## config.mk

```make
export PLATFORM = sky130hd
export DESIGN_NAME = dns_query_classifier
export DESIGN_NICKNAME = d
export VERILOG_FILES = /design/src/hw/rtl/dqc_pkg.sv /design/src/hw/rtl/dns_query_classifier.sv /design/src/hw/rtl/dqc_parser.sv /design/src/hw/rtl/dqc_out_queue.sv
export VERILOG_INCLUDE_DIRS = /design/src /design/src/hw/rtl
export SDC_FILE = /design/constraint.sdc
export NUM_CORES = 1
export LEC_CHECK = 0
export ABC_AREA = 1
export BUFFER_PORTS_ARGS = -buffer_cell sky130_fd_sc_hd__buf_2
export CAP_MARGIN = 10
export CORE_ASPECT_RATIO = 1.25
export CORE_MARGIN = 2
export CORE_UTILIZATION = 65
export DETAILED_ROUTE_END_ITERATION = 8
export GPL_TIMING_DRIVEN = 0
export PLACE_DENSITY = 0.87
export SLEW_MARGIN = 20
export SYNTH_ARGS = -nofsm -noshare
export SYNTH_HDL_FRONTEND = slang
export SYNTH_SLANG_ARGS = --single-unit
```

## constraint.sdc

```tcl
create_clock -name i_clk -period 6.4 [get_ports i_clk]
set_clock_uncertainty 0.05 [all_clocks]
set_input_delay 0 -clock i_clk [delete_from_list [all_inputs] [get_ports i_clk]]
set_output_delay 0 -clock i_clk [all_outputs]
set_load 0.1 [all_outputs]
```

## src/hw/rtl/assert_macros.svh

```systemverilog
// ----------------------------------------------------------------------------
// assert_macros.svh
// Shared concurrent assertion macros for the DNS query classifier RTL.
// ----------------------------------------------------------------------------
`ifndef ASSERT_MACROS_SVH
`define ASSERT_MACROS_SVH

// Check a property on every rising clock edge outside reset.
`define DQC_ASSERT(lbl, prop, msg) \
    lbl: assert property (@(posedge i_clk) disable iff (!i_rst_n) prop) else $error(msg);

// Check a property on every rising clock edge, reset included.
`define DQC_ASSERT_ALWAYS(lbl, prop, msg) \
    lbl: assert property (@(posedge i_clk) prop) else $error(msg);

`endif

```

## src/hw/rtl/dqc_pkg.sv

```systemverilog
// ----------------------------------------------------------------------------
// dqc_pkg
// Types and constants shared by the DNS query classifier modules.
// ----------------------------------------------------------------------------
package dqc_pkg;

    // Name and offset limits
    localparam int unsigned NAME_LIMIT  = 256;
    localparam int unsigned NAME_W      = 9;
    localparam int unsigned SUM_W       = NAME_W + 1;
    localparam int unsigned OFFSET_BITS = 11;
    localparam logic [OFFSET_BITS-1:0] OFFSET_MAX = '1;

    // Header byte positions (frame offset of the byte)
    localparam int unsigned OFS_ETYPE_HI = 12;
    localparam int unsigned OFS_ETYPE_LO = 13;
    localparam int unsigned OFS_PROTO    = 23;
    localparam int unsigned OFS_IP_END   = 33;
    localparam int unsigned OFS_DPORT_HI = 36;
    localparam int unsigned OFS_DPORT_LO = 37;
    localparam int unsigned OFS_UDP_END  = 41;
    localparam int unsigned OFS_FLAGS_HI = 44;
    localparam int unsigned OFS_QDCNT_HI = 46;
    localparam int unsigned OFS_QDCNT_LO = 47;
    localparam int unsigned OFS_DNS_END  = 53;

    // Field values
    localparam logic [15:0] ETHERTYPE_IPV4 = 16'h0800;
    localparam logic [15:0] PROTO_UDP      = 16'd17;
    localparam int unsigned QR_BIT         = 15;
    localparam logic [15:0] QDCOUNT_ONE    = 16'd1;
    localparam logic [15:0] QTYPE_A        = 16'd1;
    localparam logic [15:0] QTYPE_AAAA     = 16'd28;
    localparam logic [15:0] QCLASS_IN      = 16'd1;
    localparam logic [7:0]  DOT_CHAR       = 8'h2E;

    // Question byte positions
    localparam logic [1:0] QO_TYPE_HI  = 2'd0;
    localparam logic [1:0] QO_TYPE_LO  = 2'd1;
    localparam logic [1:0] QO_CLASS_HI = 2'd2;
    localparam logic [1:0] QO_CLASS_LO = 2'd3;

    // Result queue
    localparam int unsigned QUEUE_DEPTH = 4;
    localparam int unsigned PTR_W       = $clog2(QUEUE_DEPTH);
    localparam int unsigned CNT_W       = $clog2(QUEUE_DEPTH + 1);

    // Register port
    localparam int unsigned APB_ADDR_W = 3;
    localparam int unsigned APB_DATA_W = 32;
    localparam logic [0:0]  REG_DNS_PORT   = 1'b0;
    localparam logic [15:0] DNS_PORT_RESET = 16'd53;

    typedef enum logic [3:0] {
        ST_OK     = 4'd0,
        ST_SHORT  = 4'd1,
        ST_NOTIP  = 4'd2,
        ST_NOTUDP = 4'd3,
        ST_PORT   = 4'd4,
        ST_RESP   = 4'd5,
        ST_QDCNT  = 4'd6,
        ST_NAME   = 4'd7,
        ST_QTYPE  = 4'd8,
        ST_QCLASS = 4'd9
    } t_status;

    typedef struct packed {
        logic [7:0] frame_byte;
        logic       frame_last;
    } t_in_item;

    typedef struct packed {
        logic              kind;
        logic [7:0]        name_char;
        logic [3:0]        status;
        logic [15:0]       query_type;
        logic [NAME_W-1:0] name_length;
        logic              last;
    } t_out_item;

    // Up to two results per byte, first one in item0
    typedef struct packed {
        logic [1:0] count;
        t_out_item  item0;
        t_out_item  item1;
    } t_push;

endpackage

```

## src/hw/rtl/dns_query_classifier.sv

```systemverilog
// ----------------------------------------------------------------------------
// dns_query_classifier
// Byte-stream DNS query classifier with an APB register for the DNS port.
// ----------------------------------------------------------------------------
// The block takes an Ethernet frame one byte per transfer, starting at the
// destination MAC, and accepts a new byte every cycle. Each byte passes an
// input register, then combinational parse logic that writes its results
// into a four-entry result queue. Most bytes give zero or one result; a byte
// that opens a label after the first (separator dot) or carries a name
// character and is also the last byte of the frame gives two, and those
// drain at one per cycle while the consumer is ready. The input side stalls
// only when the result queue has fewer than two free entries, which with a
// ready consumer happens only after such two-result bytes. Results are name
// characters (kind 0) in dotted form, then one verdict item (kind 1, last 1)
// with the status code, the captured qtype and the name length (label bytes
// plus one per label). The header is taken to be a fixed 20-byte IPv4 header.
// The UDP destination port to match sits at register 0 (byte address 0,
// reset 53); write it only while no frame is in flight. No memory needs
// clearing after reset: the block is ready as soon as reset is released.
// ----------------------------------------------------------------------------
module dns_query_classifier (
    input  logic                             i_clk,
    input  logic                             i_rst_n,
    // byte input
    input  logic                             i_in_valid,
    output logic                             o_in_ready,
    input  dqc_pkg::t_in_item                i_in_data,
    // result output
    output logic                             o_out_valid,
    input  logic                             i_out_ready,
    output dqc_pkg::t_out_item               o_out_data,
    // register port
    input  logic                             psel,
    input  logic                             penable,
    input  logic                             pwrite,
    input  logic [dqc_pkg::APB_ADDR_W-1:0]   paddr,
    input  logic [dqc_pkg::APB_DATA_W-1:0]   pwdata,
    output logic [dqc_pkg::APB_DATA_W-1:0]   prdata,
    output logic                             pready
);

    logic [15:0]       r_dns_port;
    logic              r_in_valid;
    dqc_pkg::t_in_item r_in_item;

    logic              in_xfer;
    logic              consume;
    logic              q_can_take;
    logic              reg_write;
    logic [0:0]        reg_index;
    dqc_pkg::t_push    push;

    // Register port: never waits (pready tied high), port register at index 0 only.
    assign pready    = 1'b1;
    assign reg_index = paddr[dqc_pkg::APB_ADDR_W-1:2];
    assign reg_write = psel && penable && pwrite;
    assign prdata    = (reg_index == dqc_pkg::REG_DNS_PORT) ?
                       {{(dqc_pkg::APB_DATA_W - 16){1'b0}}, r_dns_port} : '0;

    always_ff @(posedge i_clk) begin
        if (!i_rst_n) begin
            r_dns_port <= dqc_pkg::DNS_PORT_RESET;
        end else if (reg_write && reg_index == dqc_pkg::REG_DNS_PORT) begin
            r_dns_port <= pwdata[15:0];
        end
    end

    // Input register: advance the held byte into the parser whenever the
    // result queue can take the worst case of two results.
    assign consume    = r_in_valid && q_can_take;
    assign o_in_ready = !r_in_valid || consume;
    assign in_xfer    = i_in_valid && o_in_ready;

    always_ff @(posedge i_clk) begin
        if (!i_rst_n) begin
            r_in_valid <= 1'b0;
        end else begin
            r_in_valid <= in_xfer || (r_in_valid && !consume);
        end
    end

    // Hold the payload until it is consumed.
    always_ff @(posedge i_clk) begin
        if (in_xfer) begin
            r_in_item <= i_in_data;
        end
    end

    dqc_parser u_parser (
        .i_clk      (i_clk),
        .i_rst_n    (i_rst_n),
        .i_fire     (consume),
        .i_item     (r_in_item),
        .i_dns_port (r_dns_port),
        .o_push     (push)
    );

    // Result queue decouples the two sides; drop nothing, one out per cycle while the consumer is ready.
    dqc_out_queue u_queue (
        .i_clk      (i_clk),
        .i_rst_n    (i_rst_n),
        .i_push     (push),
        .i_ready    (i_out_ready),
        .o_valid    (o_out_valid),
        .o_item     (o_out_data),
        .o_can_take (q_can_take)
    );

endmodule

```

## src/hw/rtl/dqc_parser.sv

```systemverilog
// ----------------------------------------------------------------------------
// dqc_parser
// Per-byte frame parser: header checks, name walk, question checks, verdict.
// ----------------------------------------------------------------------------
`include "assert_macros.svh"

module dqc_parser (
    input  logic             i_clk,
    input  logic             i_rst_n,
    input  logic             i_fire,
    input  dqc_pkg::t_in_item i_item,
    input  logic [15:0]      i_dns_port,
    output dqc_pkg::t_push   o_push
);

    typedef enum logic [6:0] {
        PH_HDR   = 7'b0000001,
        PH_LEN   = 7'b0000010,
        PH_LABEL = 7'b0000100,
        PH_SKIP  = 7'b0001000,
        PH_QUES  = 7'b0010000,
        PH_DONE  = 7'b0100000,
        PH_FAIL  = 7'b1000000
    } t_phase;

    logic [dqc_pkg::OFFSET_BITS-1:0] r_byte_offset, n_byte_offset;
    t_phase                          r_phase, n_phase;
    logic [7:0]                      r_label_rem, n_label_rem;
    logic [dqc_pkg::NAME_W-1:0]      r_name_count, n_name_count;
    dqc_pkg::t_status                r_first_status, n_first_status;
    logic [15:0]                     r_field_hold, n_field_hold;
    logic [15:0]                     r_type_hold, n_type_hold;
    logic [1:0]                      r_ques_ofs, n_ques_ofs;

    logic [7:0]                  b;
    logic [dqc_pkg::SUM_W-1:0]   len_sum;
    logic [dqc_pkg::NAME_W-1:0]  label_end_count;
    dqc_pkg::t_status            end_code;
    dqc_pkg::t_status            verdict_st;
    logic                        char_valid;
    logic [7:0]                  char_byte;
    dqc_pkg::t_out_item          char_item;
    dqc_pkg::t_out_item          verdict_item;

    assign b       = i_item.frame_byte;
    assign len_sum = dqc_pkg::SUM_W'(r_name_count) + dqc_pkg::SUM_W'(b)
                   + dqc_pkg::SUM_W'(1);
    assign label_end_count = r_name_count + dqc_pkg::NAME_W'(2);

    always_comb begin
        n_byte_offset  = r_byte_offset;
        n_phase        = r_phase;
        n_label_rem    = r_label_rem;
        n_name_count   = r_name_count;
        n_first_status = r_first_status;
        n_field_hold   = r_field_hold;
        n_type_hold    = r_type_hold;
        n_ques_ofs     = r_ques_ofs;
        end_code       = dqc_pkg::ST_SHORT;
        char_valid     = 1'b0;
        char_byte      = b;

        unique case (r_phase)
            PH_HDR: begin
                unique case (r_byte_offset) inside
                    dqc_pkg::OFFSET_BITS'(dqc_pkg::OFS_ETYPE_HI),
                    dqc_pkg::OFFSET_BITS'(dqc_pkg::OFS_DPORT_HI),
                    dqc_pkg::OFFSET_BITS'(dqc_pkg::OFS_QDCNT_HI): begin
                        n_field_hold = {b, 8'h00};
                    end
                    dqc_pkg::OFFSET_BITS'(dqc_pkg::OFS_ETYPE_LO): begin
                        n_field_hold = {r_field_hold[15:8], b};
                        if (n_field_hold != dqc_pkg::ETHERTYPE_IPV4) begin
                            n_first_status = dqc_pkg::ST_NOTIP;
                            n_phase        = PH_FAIL;
                        end
                    end
                    dqc_pkg::OFFSET_BITS'(dqc_pkg::OFS_PROTO): begin
                        n_field_hold = {8'h00, b};
                    end
                    dqc_pkg::OFFSET_BITS'(dqc_pkg::OFS_IP_END): begin
                        if (r_field_hold != dqc_pkg::PROTO_UDP) begin
                            n_first_status = dqc_pkg::ST_NOTUDP;
                            n_phase        = PH_FAIL;
                        end
                    end
                    dqc_pkg::OFFSET_BITS'(dqc_pkg::OFS_DPORT_LO),
                    dqc_pkg::OFFSET_BITS'(dqc_pkg::OFS_QDCNT_LO): begin
                        n_field_hold = {r_field_hold[15:8], b};
                    end
                    dqc_pkg::OFFSET_BITS'(dqc_pkg::OFS_UDP_END): begin
                        if (r_field_hold != i_dns_port) begin
                            n_first_status = dqc_pkg::ST_PORT;
                            n_phase        = PH_FAIL;
                        end
                    end
                    dqc_pkg::OFFSET_BITS'(dqc_pkg::OFS_FLAGS_HI): begin
                        n_type_hold = {b, 8'h00};
                    end
                    dqc_pkg::OFFSET_BITS'(dqc_pkg::OFS_DNS_END): begin
                        if (r_type_hold[dqc_pkg::QR_BIT]) begin
                            n_first_status = dqc_pkg::ST_RESP;
                            n_phase        = PH_FAIL;
                        end else if (r_field_hold != dqc_pkg::QDCOUNT_ONE) begin
                            n_first_status = dqc_pkg::ST_QDCNT;
                            n_phase        = PH_FAIL;
                        end else begin
                            n_phase     = PH_LEN;
                            n_type_hold = '0;
                        end
                    end
                    default: begin
                    end
                endcase
            end
            PH_LEN: begin
                if (b == 8'd0) begin
                    n_phase    = PH_QUES;
                    n_ques_ofs = dqc_pkg::QO_TYPE_HI;
                end else if (len_sum > dqc_pkg::SUM_W'(dqc_pkg::NAME_LIMIT)) begin
                    n_first_status = dqc_pkg::ST_NAME;
                    n_phase        = PH_FAIL;
                end else begin
                    // separator before every label but the first
                    char_valid  = (r_name_count != '0);
                    char_byte   = dqc_pkg::DOT_CHAR;
                    n_label_rem = b;
                    n_phase     = PH_LABEL;
                    end_code    = dqc_pkg::ST_NAME;
                end
            end
            PH_LABEL: begin
                char_valid  = 1'b1;
                n_label_rem = r_label_rem - 8'd1;
                if (n_label_rem == 8'd0) begin
                    n_name_count = label_end_count;
                    n_phase = (dqc_pkg::SUM_W'(label_end_count)
                               >= dqc_pkg::SUM_W'(dqc_pkg::NAME_LIMIT)) ? PH_SKIP : PH_LEN;
                end else begin
                    n_name_count = r_name_count + dqc_pkg::NAME_W'(1);
                    end_code     = dqc_pkg::ST_NAME;
                end
            end
            PH_SKIP: begin
                // name hit the limit: treat this byte as the terminator
                n_phase    = PH_QUES;
                n_ques_ofs = dqc_pkg::QO_TYPE_HI;
            end
            PH_QUES: begin
                case (r_ques_ofs)
                    dqc_pkg::QO_TYPE_HI:  n_type_hold  = {b, 8'h00};
                    dqc_pkg::QO_TYPE_LO:  n_type_hold  = {r_type_hold[15:8], b};
                    dqc_pkg::QO_CLASS_HI: n_field_hold = {b, 8'h00};
                    dqc_pkg::QO_CLASS_LO: begin
                        n_field_hold = {r_field_hold[15:8], b};
                        if (r_type_hold != dqc_pkg::QTYPE_A &&
                            r_type_hold != dqc_pkg::QTYPE_AAAA) begin
                            n_first_status = dqc_pkg::ST_QTYPE;
                            n_phase        = PH_FAIL;
                        end else if (n_field_hold != dqc_pkg::QCLASS_IN) begin
                            n_first_status = dqc_pkg::ST_QCLASS;
                            n_phase        = PH_FAIL;
                        end else begin
                            n_phase = PH_DONE;
                        end
                    end
                endcase
                n_ques_ofs = r_ques_ofs + 2'd1;
            end
            default: begin
                // done or failed: ignore bytes until the last one
            end
        endcase

        if (r_byte_offset != dqc_pkg::OFFSET_MAX) begin
            n_byte_offset = r_byte_offset + dqc_pkg::OFFSET_BITS'(1);
        end

        // verdict from the updated state
        if (n_phase == PH_FAIL) begin
            verdict_st = n_first_status;
        end else if (n_phase == PH_DONE) begin
            verdict_st = dqc_pkg::ST_OK;
        end else begin
            verdict_st = end_code;
        end

        char_item             = '0;
        char_item.name_char   = char_byte;

        verdict_item             = '0;
        verdict_item.kind        = 1'b1;
        verdict_item.status      = verdict_st;
        verdict_item.query_type  = (verdict_st == dqc_pkg::ST_OK ||
                                    verdict_st == dqc_pkg::ST_QTYPE ||
                                    verdict_st == dqc_pkg::ST_QCLASS) ? n_type_hold : 16'd0;
        verdict_item.name_length = n_name_count;
        verdict_item.last        = 1'b1;

        o_push = '0;
        if (i_fire) begin
            if (char_valid) begin
                o_push.item0 = char_item;
                o_push.item1 = verdict_item;
                o_push.count = i_item.frame_last ? 2'd2 : 2'd1;
            end else begin
                o_push.item0 = verdict_item;
                o_push.count = i_item.frame_last ? 2'd1 : 2'd0;
            end
        end

        // start over after the verdict
        if (i_item.frame_last) begin
            n_byte_offset  = '0;
            n_phase        = PH_HDR;
            n_label_rem    = '0;
            n_name_count   = '0;
            n_first_status = dqc_pkg::ST_OK;
            n_field_hold   = '0;
            n_type_hold    = '0;
            n_ques_ofs     = '0;
        end
    end

    always_ff @(posedge i_clk) begin
        if (!i_rst_n) begin
            r_byte_offset  <= '0;
            r_phase        <= PH_HDR;
            r_label_rem    <= '0;
            r_name_count   <= '0;
            r_first_status <= dqc_pkg::ST_OK;
            r_field_hold   <= '0;
            r_type_hold    <= '0;
            r_ques_ofs     <= '0;
        end else if (i_fire) begin
            r_byte_offset  <= n_byte_offset;
            r_phase        <= n_phase;
            r_label_rem    <= n_label_rem;
            r_name_count   <= n_name_count;
            r_first_status <= n_first_status;
            r_field_hold   <= n_field_hold;
            r_type_hold    <= n_type_hold;
            r_ques_ofs     <= n_ques_ofs;
        end
    end

    `DQC_ASSERT(a_last_restarts, (i_fire && i_item.frame_last) |=> (r_byte_offset == '0 && r_phase == PH_HDR), "frame did not restart after verdict")
    `DQC_ASSERT(a_verdict_trails, (o_push.count == 2'd2) |-> (!o_push.item0.kind && o_push.item1.kind), "verdict not after character")
    `DQC_ASSERT(a_name_bound, dqc_pkg::SUM_W'(r_name_count) <= dqc_pkg::SUM_W'(dqc_pkg::NAME_LIMIT), "name count above limit")
    `DQC_ASSERT(a_push_needs_fire, (o_push.count != 2'd0) |-> i_fire, "result without accepted byte")

endmodule

```

## src/hw/rtl/dqc_out_queue.sv

```systemverilog
// ----------------------------------------------------------------------------
// dqc_out_queue
// Small result queue: takes up to two results a cycle, gives one a cycle while the consumer is ready.
// ----------------------------------------------------------------------------
`include "assert_macros.svh"

module dqc_out_queue (
    input  logic               i_clk,
    input  logic               i_rst_n,
    input  dqc_pkg::t_push     i_push,
    input  logic               i_ready,
    output logic               o_valid,
    output dqc_pkg::t_out_item o_item,
    output logic               o_can_take
);

    dqc_pkg::t_out_item r_mem [dqc_pkg::QUEUE_DEPTH];

    logic [dqc_pkg::PTR_W-1:0] r_wr_ptr, n_wr_ptr;
    logic [dqc_pkg::PTR_W-1:0] r_rd_ptr, n_rd_ptr;
    logic [dqc_pkg::CNT_W-1:0] r_count, n_count;
    logic                      pop;

    assign o_valid    = (r_count != '0);
    assign o_item     = r_mem[r_rd_ptr];
    assign o_can_take = (r_count <= dqc_pkg::CNT_W'(dqc_pkg::QUEUE_DEPTH - 2));
    assign pop        = o_valid && i_ready;

    always_comb begin
        n_wr_ptr = r_wr_ptr + dqc_pkg::PTR_W'(i_push.count);
        n_rd_ptr = r_rd_ptr + dqc_pkg::PTR_W'(pop);
        n_count  = r_count + dqc_pkg::CNT_W'(i_push.count) - dqc_pkg::CNT_W'(pop);
    end

    always_ff @(posedge i_clk) begin
        if (i_push.count != 2'd0) begin
            r_mem[r_wr_ptr] <= i_push.item0;
        end
        if (i_push.count == 2'd2) begin
            r_mem[r_wr_ptr + dqc_pkg::PTR_W'(1)] <= i_push.item1;
        end
    end

    always_ff @(posedge i_clk) begin
        if (!i_rst_n) begin
            r_wr_ptr <= '0;
            r_rd_ptr <= '0;
            r_count  <= '0;
        end else begin
            r_wr_ptr <= n_wr_ptr;
            r_rd_ptr <= n_rd_ptr;
            r_count  <= n_count;
        end
    end

    `DQC_ASSERT(a_no_overflow, (i_push.count != 2'd0) |-> o_can_take, "push into full queue")
    `DQC_ASSERT(a_count_bound, r_count <= dqc_pkg::CNT_W'(dqc_pkg::QUEUE_DEPTH), "queue count above depth")
    `DQC_ASSERT(a_pop_drains, (pop && i_push.count == 2'd0) |=> (r_count == $past(r_count) - dqc_pkg::CNT_W'(1)), "pop did not drain")
    `DQC_ASSERT(a_ptr_gap, (r_wr_ptr - r_rd_ptr) == dqc_pkg::PTR_W'(r_count), "pointers disagree with count")

endmodule

```

* Word-level counts from Yosys, hierarchy flattened
Memory sizes are Yosys's and may differ from the RTL's. A register that Yosys moved wholly into a read port is not among the register bits. Index checks and enable logic that the tools add are counted. W data, S select, Z words.
Storage, ports and cells: register bits 106, RAM bits 156, word-level logic and storage cells 180, memories 1
Memories:
- u_queue.r_mem | words 4, bits a word 39, read ports 1, clocked after memory_dff 1, write ports 2, line dqc_out_queue.sv:17 | dqc_pkg::t_out_item r_mem [dqc_pkg::QUEUE_DEPTH];
Operators by class: add/subtract/negate cells 12, $lt $le $gt $ge 3, equal/unequal tests 41, multiplexer cells 74, bitwise operators 1, reductions and logical operators 32
Operator list (count):
- $pmux W16 S2 | 5
- $eq A11 B6 Y1 const B | 8
- $mux W7 | 12
- $mux W16 | 5
- $mux W80 | 1
- $mux W4 | 15
- $mux W8 | 6
- $ne A16 B1 Y1 const B | 3
- $pmux W16 S3 | 1
- $mux W41 | 1
- $mux W39 | 1
- $pmux W7 S5 | 1
- $ne A16 B5 Y1 const B | 2
- $pmux W7 S4 | 1
- $mux W9 | 3
- $eq A11 B4 Y1 const B | 2
- $mux W11 | 2
- $logic_not A8 Y1 | 2
- $ne A16 B12 Y1 const B | 1
- $ne A16 B16 Y1 | 1
- $pmux W4 S4 | 1
- $pmux W8 S2 | 1
- $mux W15 | 1
- $ne A3 B3 Y1 const B | 5
- other kinds (51) | 82

* Logic depth before layout (Yosys ltp)
Gate-level depths: netlist of the first run.
depth in word-level cells 18, mapped depth 28

* Modules after synthesis
Synthesis of the first run repeated with hierarchy kept, for this count alone.
Unflattened totals: cells, all modules 2127, area total of the unflattened synthesis 15817.7 um2
Modules (own cells, without submodules):
- dqc_out_queue | times used 1, cells each 818, area each 7932.6 um2, sequential area each 4824.6 um2
- dqc_parser | times used 1, cells each 1138, area each 6560.0 um2, sequential area each 1461.4 um2
- dns_query_classifier | times used 1, cells each 171, area each 1325.0 um2, sequential area each 610.6 um2

* Worst setup path after synthesis of the first run
No wires, ideal clock.
path kind register to register, start reg r_in_item[1] (netlist bit), end mem u_queue.r_mem[0][0] (netlist bit), enable pin, setup time 387 ps, data arrival time 3649 ps, required time 5963 ps, setup slack 2313 ps, cell stages (with the launch flop) 24, buffers on the path 1, cell sequence edfxtp_1 > inv_1 > ha_1 > fa_1 > inv_1 > nand2_1 > nand2_1 > nand3_1 > nand2_1 > nand2_1 > nand2_1 > nor2_1 > nand2_1 > nand2_1 > nand3_1 > inv_1 > o41ai_1 > nand2_1 > ha_1 > inv_1 > a21oi_1 > nand3_1 > clkbuf_1 > nand2_1
RTL lines:
- start, declared | line dns_query_classifier.sv:44 | dqc_pkg::t_in_item r_in_item;
- start signal, assigned | line dns_query_classifier.sv:85 | r_in_item <= i_in_data;
- end, declared | line dqc_out_queue.sv:17

==> results of run 1 <==
## tightest hold or removal path, delay by kind of cell
family,cells,cell delay [ps]
buffers and inverters,2,270
AOI/OAI and AO/OA,1,190
and+or+nand+nor,1,150
## cell usage in the layout (no fill, tap or decap), types with 3 or more instances in the layout
master and n:
buf_4 20, nand4_4 10, ha_1 27, nand2_2 7, o21ai_0 166, buf_1 6
a21oi_1 93, nand4_1 26, clkbuf_16 25, xnor2_1 5, o22ai_1 60, clkinv_2 7
nand2_1 252, dlygate4sd3_1 28, nand3_1 107, o211ai_1 8, dfxtp_1 129, or2_2 4
nor3b_1 4, clkbuf_1 64, buf_2 95, nor2_2 3, xor2_1 24, edfxtp_1 129
inv_1 164, nor3_1 14, nor2_1 324, clkbuf_8 3, clkinv_1 3, a211oi_1 16
conb_1 17
## per-layer routing
metal | global-route usage, % | share of wire, %
met5 | 0 | 0
met4 | 17.4 | 4.7
met3 | 4.36 | 8.6
met2 | 64.9 | 50
met1 | 41.6 | 37
## through the flow
stage	hold slack (ps)	instance area, sq um	util, %	instances
2_1_floorplan	48.9	13500	-	1711
3_3_place_gp	127	14300	70.7	2068
3_5_place_dp	129	14300	70.9	2069
4_1_cts	53.6	15400	76.0	2142
5_1_grt	149	15400	76.0	2142
6_report	73.6	15400	76.0	2142
## cell families after synthesis
kind of cell / Yosys count
AND/OR/NAND/NOR: 759
buffers and inverters: 262
XOR/XNOR: 29
adder cells (fa/ha/maj): 29
flip-flops: 258
AO/OA/AOI/OAI: 357
other: 2
## power by group through the flow
stage               clock network (mW)  registers, mW  logic, mW
finish                            1.39           1.83       1.87
global route                      1.44           1.83       1.96
CTS                               1.39           1.83       1.84
detailed placement                   0           1.86       1.82
global placement                     0           1.86       1.79
floorplan                            0           1.85       1.48
## final cells by class
cell class | instances | area, sq um | area share, %
flip-flops and latches | 258 | 6460 | 42.0
multi-input cells | 1191 | 6000 | 39.0
repair buffers | 116 | 736 | 4.78
clock buffers | 34 | 689 | 4.48
inverters | 167 | 627 | 4.08
plain buffers | 95 | 473 | 3.08
well taps | 270 | 338 | 2.20
clock inverters | 11 | 63.8 | 0.415
## state kept, by name, summed over array words and instances, names as in the netlist, 3 cells and up
name	count
u_queue.r_mem	152
r_dns_port	16
u_parser.r_field_hold	16
u_parser.r_type_hold	16
u_parser.r_byte_offset	11
r_in_item	9
u_parser.r_name_count	9
u_parser.r_label_rem	8
u_parser.r_phase	7
u_parser.r_first_status	4
u_queue.r_count	3
## how the worst max path moves through the flow
stage | start | end | slack [ps] | cells past startpoint
3_3_place_gp | r_in_item[1] | u_queue.r_mem[0][17] | 920 | 23
5_1_grt | r_in_item[1] | u_queue.r_mem[2][1] | 980 | 23
2_1_floorplan | r_in_item[1] | u_queue.r_mem[0][0] | 2310 | 23
3_5_place_dp | r_in_item[1] | u_queue.r_mem[3][17] | 1360 | 23
6_report | r_in_item[1] | u_queue.r_mem[3][29] | 1210 | 23
4_1_cts | r_in_item[1] | u_queue.r_mem[3][1] | 1330 | 23
## what timing repair did
action / 4_1_cts / 5_1_grt
hold buffers: 28 / 0
setup endpoints to repair: 0 / 0
setup buffers: 0 / 0
gates resized for setup: 0 / 0
hold endpoints to repair: 38 / 0
==> flow_summary.toml, run 1 <==
[floorplanning]
start_util_pct = 66.6
fp.dieH_um = 165
fp.dieArea_sq_um = 21900
die_w_um = 133
core_sq_um = 20200
ios = 125
rows = 58

[cts]
max-clock-path-buffers = 3
clkLatencyLatePin_ps = 530
root_buffer = "clkbuf_16"
cts_max_level = 1
cts.sinks = 258
numCtsBuffers = 25
cts_tree = "yes"
clk_pin_slew_ps = 60

[routing]
via_per_inst = 6.00
num_vias = 12900
drt_first_pass_iters = 8
wl_per_cell_um = 18.4
ant_nets = 0
drt-total-wl_mm = 39.3
drc_errors = 0
drt-initial-drc-count = 1624

[yosys]
ys_types = 47
muxShareOfSynthArea_pct = 0
yosysTopAreaCell = "edfxtp_1"
ys_ff_latch = 258
ys_top_cells_by_count = "nor2_1, nand2_1, o21ai_0"
ys_seq_area_share_pct = 47.9
syn_area_per_cell_sq_um = 7.95
synth_edf_count = 129
syn_inst = 1696
synth_top_family_by_area = "simple AND/OR/NAND/NOR gates"
synthXorXnorAreaFrac_pct = 1.88
yosys.area_share.simple_pct = 24.7
async_flop_share_pct = 0
synthAdderAreaFrac_pct = 2.80
synth_top_area_share_pct = 28.7
synth_ff_type = "edfxtp_1"
yosysMostFrequentCell = "nor2_1"
synth_compound_area_share_pct = 14.5
syn_area_sq_um = 13500
synth_area_leaders = "edfxtp_1, dfxtp_1, nor2_1"
synth_warnings = 0

[pwr]
finalPower_mw = 5.08
pwr-share-comb_pct = 36.7
p_int_mw = 2.86
p_sw_share_pct = 43.7
p_leak_nw = 5.76
seqPwrFrac_pct = 36.0
power_density_nw_per_um2 = 331
p_clk_share_pct = 27.3
switchingPower_mw = 2.22
ir_drop_uv = 323

[placement]
dpl_worst_slack_ps = 1360
place.port_buffers = 87
place_congestion = 0.984
dp_hpwl_mm = 26.9

[timing]
setup_ws_ps = 1210
tns_ps = 0
drv_slew = 0
setup_viol = 0
slew-limit-headroom_pct = 39.3
finalHoldViolations = 0
max_freq_mhz = 193
rsz0062_at_grt = "no"
worst_pin_slew_ps = 902
finalCritPeriodShare_pct = 81.0
finalCriticalPeriod_ps = 5190

[critical_path]
cp_top_family = "simple AND/OR/NAND/NOR gates"
crit_type = "flip-flop to flip-flop"
path_cells = "inv_1, ha_1, fa_1, inv_1, nand2_1, nand2_1, nand3_1, nand2_1, nand2_1, nand2_1, nor2_1, nand2_1, nand2_1, nand3_1, inv_1, o41ai_1, nand2_1, ha_1, inv_1, a21oi_1, nand3_1, clkbuf_1, nand2_2"
critPathBufInv = 5
rrSetupSlack_ps = 1210
cp_slowest_cell = "nand2_2"
r2r_end = "u_queue.r_mem[3][29]"
cp.arrival_ps = 5280
reg2regPathDepth = 23
path_max_fanout = 30
start_kind = "flip-flop"
reg2reg_from = "r_in_item[1]"
end_kind = "flip-flop"
path_common_cell = "nand2_1"
cp.required_ps = 6490
slowest_delay_ps = 670

[global_routing]
grt_overflow = 0
grt_pass1_vias = 12300
grt_first_pass_wirelength_mm = 61.7
antenna_found_initial = 0
grt_max_degree = 31
track_usage_pct = 35.6

[finish]
nets = 1934
nFillCells = 1438
area_growth_syn_to_layout_pct = 14.0
drive_gt1_share_pct = 9.88
diodes = 0

[outcome]
status = "complete, no violations"

[worst_hold_path]
whs_path_depth = 4
hold-path-endpoint = "r_dns_port[4]"
worst_hold_path_type = "input pin to flip-flop"
hp-start = "penable"

[run]
maxCapViolCount = 0
Note: power is estimated with default switching activity, not from simulation.
==> inputs of run 2 (changes only) <==
ABC_AREA = 0   (was 1)
CORE_UTILIZATION = 60   (was 65)
PLACE_DENSITY = 0.81   (was 0.87)
clock period = 5.2 ns   (was 6.4 ns; I/O delays follow)
==> run 2 against run 1 <==
Net effect:
- utilization is 6.2 points lower
- critical path depth is 8 lower
- synthesized cell count is 23% lower
- register-to-register slack worse by 970 ps
- combinational power is 8% lower
- via count is 13% lower
- die area is 8.3% higher
- sequential cell count stayed put
- highest routed layer unchanged
==> flow_summary.toml, run 2 <==
[yosys]
synth_top_family_by_area = "simple AND/OR/NAND/NOR gates"
ys_types = 78
synth_area_leaders = "edfxtp_1, dfxtp_1, mux4_2"
yosys.area_share.simple_pct = 20.7
synth_ff_type = "edfxtp_1"
async_flop_share_pct = 0
syn_area_sq_um = 13500
ys_ff_latch = 258
synth_compound_area_share_pct = 13.6
syn_area_per_cell_sq_um = 10.3
synth_top_area_share_pct = 28.7
ys_top_cells_by_count = "dfxtp_1, edfxtp_1, nand2_1"
synth_edf_count = 129
syn_inst = 1314
synthXorXnorAreaFrac_pct = 2.92
synth_warnings = 0
muxShareOfSynthArea_pct = 6.79
ys_seq_area_share_pct = 47.8
synthAdderAreaFrac_pct = 2.80
yosysTopAreaCell = "edfxtp_1"

[finish]
drive_gt1_share_pct = 15.8
largest_reg_flops = 152
nFillCells = 1686
regArea_sq_um = 6460
multi_input_area_sq_um = 6400
nets = 1553
layout_common_cells = "dfxtp_1, edfxtp_1, nand2_1"
regMostFlops = "u_queue.r_mem"
area_growth_syn_to_layout_pct = 14.7
diodes = 0

[floorplanning]
fp.dieArea_sq_um = 23800
die_w_um = 138
rows = 61
fp.dieH_um = 172
start_util_pct = 60.9
core_sq_um = 22200
ios = 125

[timing]
max_freq_mhz = 202
tns_ps = 0
rsz0062_at_grt = "no"
worst_pin_slew_ps = 1000
setup_ws_ps = 247
finalHoldViolations = 0
setup_viol = 0
finalCriticalPeriod_ps = 4950
hold_ws_ps = 55.7
slew-limit-headroom_pct = 33.2
drv_slew = 0
finalCritPeriodShare_pct = 95.3

[pwr]
p_clk_share_pct = 30.7
p_int_mw = 3.58
seqPwrFrac_pct = 39.0
p_sw_share_pct = 36.9
ir_drop_uv = 406
p_leak_nw = 5.55
power_density_nw_per_um2 = 366
switchingPower_mw = 2.09
pwr-share-comb_pct = 30.3

[worst_hold_path]
hold-path-endpoint = "r_dns_port[8]"
hp-start = "pwrite"
whs_path_depth = 4
worst_hold_path_type = "input pin to flip-flop"

[outcome]
status = "complete, no violations"

[critical_path]
r2r_end = "u_queue.r_mem[1][5]"
path_max_fanout = 30
reg2regPathDepth = 15
start_kind = "flip-flop"
rrSetupSlack_ps = 250
reg2reg_from = "r_in_item[2]"
cp.required_ps = 5350
cp.arrival_ps = 5100
crit_type = "flip-flop to flip-flop"
end_kind = "flip-flop"

[cts]
cts_max_level = 1
clk_pin_slew_ps = 70
cts.sinks = 258
max-clock-path-buffers = 3
clkLatencyLatePin_ps = 530
root_buffer = "clkbuf_16"
cts_tree = "yes"
numCtsBuffers = 25

[global_routing]
grt_util_met2_pct = 54.0
antenna_found_initial = 0
grt_first_pass_wirelength_mm = 56.5
grt_overflow = 0
grt_use_met3_pct = 4.15
grt.busiest_layer = "met2"
track_usage_pct = 29.9
grt_max_degree = 31
grt_pass1_vias = 10700
met1_usage_pct = 35.1

[placement]
place.port_buffers = 89
dp_hpwl_mm = 25.5
dpl_worst_slack_ps = -509
place_congestion = 1.03

[routing]
drt-initial-drc-count = 1026
drt_first_pass_iters = 6
ant_nets = 0
wl_per_cell_um = 20.5
drc_errors = 0
num_vias = 11200
drt-total-wl_mm = 36.4
via_per_inst = 6.33

[run]
maxCapViolCount = 0
==> run 2: cells by family after synthesis <==
kind of cell,count (synthesis)
simple gates,533
flops,258
compound gates,256
buf+inv,147
xor+xnor,45
mux,44
fa+ha+maj,29
other cells,2
==> run 2: power by group through the flow <==
stage | clock [mW] | combinational (mW) | sequential (mW)
after floorplan | 0 | 1.40 | 2.24
after global placement | 0 | 1.67 | 2.25
after detailed placement | 0 | 1.69 | 2.25
after CTS | 1.75 | 1.71 | 2.21
after global routing | 1.83 | 1.80 | 2.21
final | 1.74 | 1.72 | 2.21
==> run 2: worst max-delay path, stage by stage, from the launching register on <==
cell and delay [ps]:
edfxtp_1 410, buf_2 340, inv_1 110, fa_1 440
nand2b_1 210, a211oi_1 280, a31oi_1 160, xnor2_1 200
o31a_1 280, o21a_1 320, inv_1 160, ha_1 500
mux2i_1 130, or3_1 330, clkbuf_1 250, bufinv_8 430
==> run 2: layer usage <==
layer	up-vias	wire, um
met5	-	0
met4	0	1690
met3	128	2720
met2	543	18300
met1	5397	13600
li1	5161	-
==> run 2: per-stage QoR <==
stage               instance area, sq um  std cells  total power [mW]  util [%]
finish                             15500       1774              5.67      69.8
global route                       15500       1774              5.84      69.8
CTS                                15400       1774              5.67      69.5
global placement                   14400       1701              3.92      64.7
floorplan                          13600       1329              3.64         -
detailed placement                 14400       1701              3.94      64.7
==> run 2: cell type report <==
class	instances	area share, %
inverters	34	1.13
flip-flops and latches	258	41.7
clock inverters	15	0.614
multi-input cells	924	41.3
repair buffers	119	4.78
well taps	283	2.28
plain buffers	111	3.85
clock buffers	30	4.36
==> run 2: how the worst max path moves through the flow <==
stage,startpoint,endpoint,slack (ps)
after floorplan,r_in_item[2],u_queue.r_mem[1][0],630
after global placement,r_in_item[2],u_queue.r_mem[1][5],-780
after detailed placement,r_in_item[2],u_queue.r_mem[1][0],-510
after CTS,r_in_item[2],u_queue.r_mem[2][20],6
after global routing,r_in_item[2],u_queue.r_mem[0][5],30
final,r_in_item[2],u_queue.r_mem[1][5],250
==> run 2: timing repair <==
item	CTS	global route
cloned	0	0
hold buffers	28	0
setup endpoints to repair	235	254
endpoints found under the hold margin	28	0
buffers inserted	0	2
gates resized for setup	7	15
==> inputs of run 3 (changes only) <==
clock period = 4.95 ns   (was 5.2 ns; I/O delays follow)
==> run 3 against run 2 <==
Net effect:
- power up 5.2%
- sequential share of layout area down 0.12 points
- worst setup slack got worse by 130 ps
- routed wire length increased by 1.0%
- utilization up 0.21 points
- largest cell class unchanged
==> flow_summary.toml, run 3 (same netlist as run 2, synthesis figures left out) <==
[routing]
drt-initial-drc-count = 1060
drc_errors = 0
wl_per_cell_um = 20.7
drt_first_pass_iters = 6
ant_nets = 0
via_per_inst = 6.38
num_vias = 11300
drt-total-wl_mm = 36.8

[global_routing]
grt_max_degree = 31
antenna_found_initial = 0
grt_first_pass_wirelength_mm = 56.5
track_usage_pct = 29.9
grt_overflow = 0
grt_pass1_vias = 10700

[timing]
finalCriticalPeriod_ps = 4830
worst_pin_slew_ps = 1010
tns_ps = 0
drv_slew = 0
finalHoldViolations = 0
setup_viol = 0
max_freq_mhz = 207
slew-limit-headroom_pct = 32.6
finalCritPeriodShare_pct = 97.6

[cts]
clk_pin_slew_ps = 70
numCtsBuffers = 25
max-clock-path-buffers = 3
cts.sinks = 258
clkLatencyLatePin_ps = 530
root_buffer = "clkbuf_16"
cts_max_level = 1
cts_tree = "yes"

[critical_path]
end_kind = "flip-flop"
cp.required_ps = 5320
reg2regPathDepth = 18
cp.arrival_ps = 5200
rrSetupSlack_ps = 120
r2r_end = "u_queue.r_count[2]"
crit_type = "flip-flop to flip-flop"
path_max_fanout = 9
start_kind = "flip-flop"
reg2reg_from = "r_in_item[1]"

[pwr]
switchingPower_mw = 2.21
pwr-share-comb_pct = 30.4
seqPwrFrac_pct = 38.9
p_clk_share_pct = 30.7
p_int_mw = 3.76
ir_drop_uv = 422
power_density_nw_per_um2 = 384
p_sw_share_pct = 37.0
p_leak_nw = 5.55

[finish]
regMostFlops = "u_queue.r_mem"
drive_gt1_share_pct = 16.0
layout_common_cells = "dfxtp_1, edfxtp_1, nand2_1"
finalCoreUtilization_pct = 70.0
largest_reg_flops = 152
area_growth_syn_to_layout_pct = 15.0
stdcell_count = 1775
fin_area_sq_um = 15500
nets = 1554
diodes = 0

[placement]
place_congestion = 1.03
place.port_buffers = 89
dpl.cell_count = 1701
dp_hpwl_mm = 25.5
place_area_sq_um = 14400

[floorplanning]
start_util_pct = 60.9
rows = 61
fp.dieArea_sq_um = 23800
core_sq_um = 22200
fp.dieH_um = 172
die_w_um = 138
ios = 125

[worst_hold_path]
hp-start = "pwrite"
whs_path_depth = 4
worst_hold_path_type = "input pin to flip-flop"
hold-path-endpoint = "r_dns_port[8]"

[run]
maxCapViolCount = 0

[outcome]
status = "complete, no violations"
==> run 3: layer usage <==
| layer | up-vias | share of wire [%] | global-route usage (%) |
|---|---|---|---|
| met4 | 0 | 4.6 | 14.8 |
| met5 | - | 0 | 0 |
| met1 | 5472 | 38 | 35.2 |
| met3 | 121 | 7.4 | 4.06 |
| met2 | 570 | 50 | 54.1 |
| li1 | 5165 | - | - |
==> run 3: worst max path at each step <==
| stage | startpoint | endpoint | cells past startpoint |
|---|---|---|---|
| global placement | r_in_item[2] | u_queue.r_mem[1][5] | 16 |
| finish | r_in_item[1] | u_queue.r_count[2] | 18 |
| detailed placement | r_in_item[2] | u_queue.r_mem[1][0] | 16 |
| floorplan | r_in_item[2] | u_queue.r_mem[1][0] | 16 |
| global route | r_in_item[1] | u_queue.r_count[2] | 18 |
| CTS | r_in_item[1] | u_queue.r_mem[0][0] | 16 |
==> run 3: layout make-up <==
class / instances / area [sq um]
multi-input cells: 924 / 6410
well taps: 283 / 354
fillers: 1672 / 6670
clock buffers: 30 / 676
inverters: 34 / 199
plain buffers: 111 / 599
repair inverters: 1 / 8.76
clock inverters: 15 / 95.1
repair buffers: 119 / 741
flip-flops and latches: 258 / 6460
==> run 3: through the flow <==
stage               total power, mW  hold WS (ps)  setup slack (ps)
finish                         5.97          57.3               121
global route                   6.14          74.8             -22.0
CTS                            5.96          42.3              2.41
detailed placement             4.14           128              -759
global placement               4.12           126             -1030
floorplan                      3.82          48.9               384
==> run 3: power by group through the flow <==
stage | sequential [mW] | clock [mW] | combinational, mW
floorplan | 2.35 | 0 | 1.47
global placement | 2.37 | 0 | 1.76
detailed placement | 2.37 | 0 | 1.77
CTS | 2.32 | 1.84 | 1.80
global route | 2.33 | 1.93 | 1.89
finish | 2.32 | 1.83 | 1.81
==> run 3: worst max-delay path, stage by stage, from the launching register on <==
cell and delay [ps]:
edfxtp_1 460, inv_1 180, ha_1 260, fa_1 380, nand2b_1 200, a211oi_1 280
a31oi_1 160, xnor2_1 210, o31a_1 280, o21a_1 330, inv_1 160, ha_2 460
and3_1 240, ha_1 170, inv_1 50, fa_1 390, xor2_1 170, xnor2_1 130
and2_1 150
==> run 3: what timing repair did <==
| action | 4_1_cts | 5_1_grt |
|---|---|---|
| hold buffers | 28 | 0 |
| gates resized for setup | 14 | 12 |
| endpoints found under the setup margin | 267 | 241 |
| cloned | 0 | 1 |
| buffers inserted | 0 | 2 |
| hold endpoints to repair | 28 | 0 |
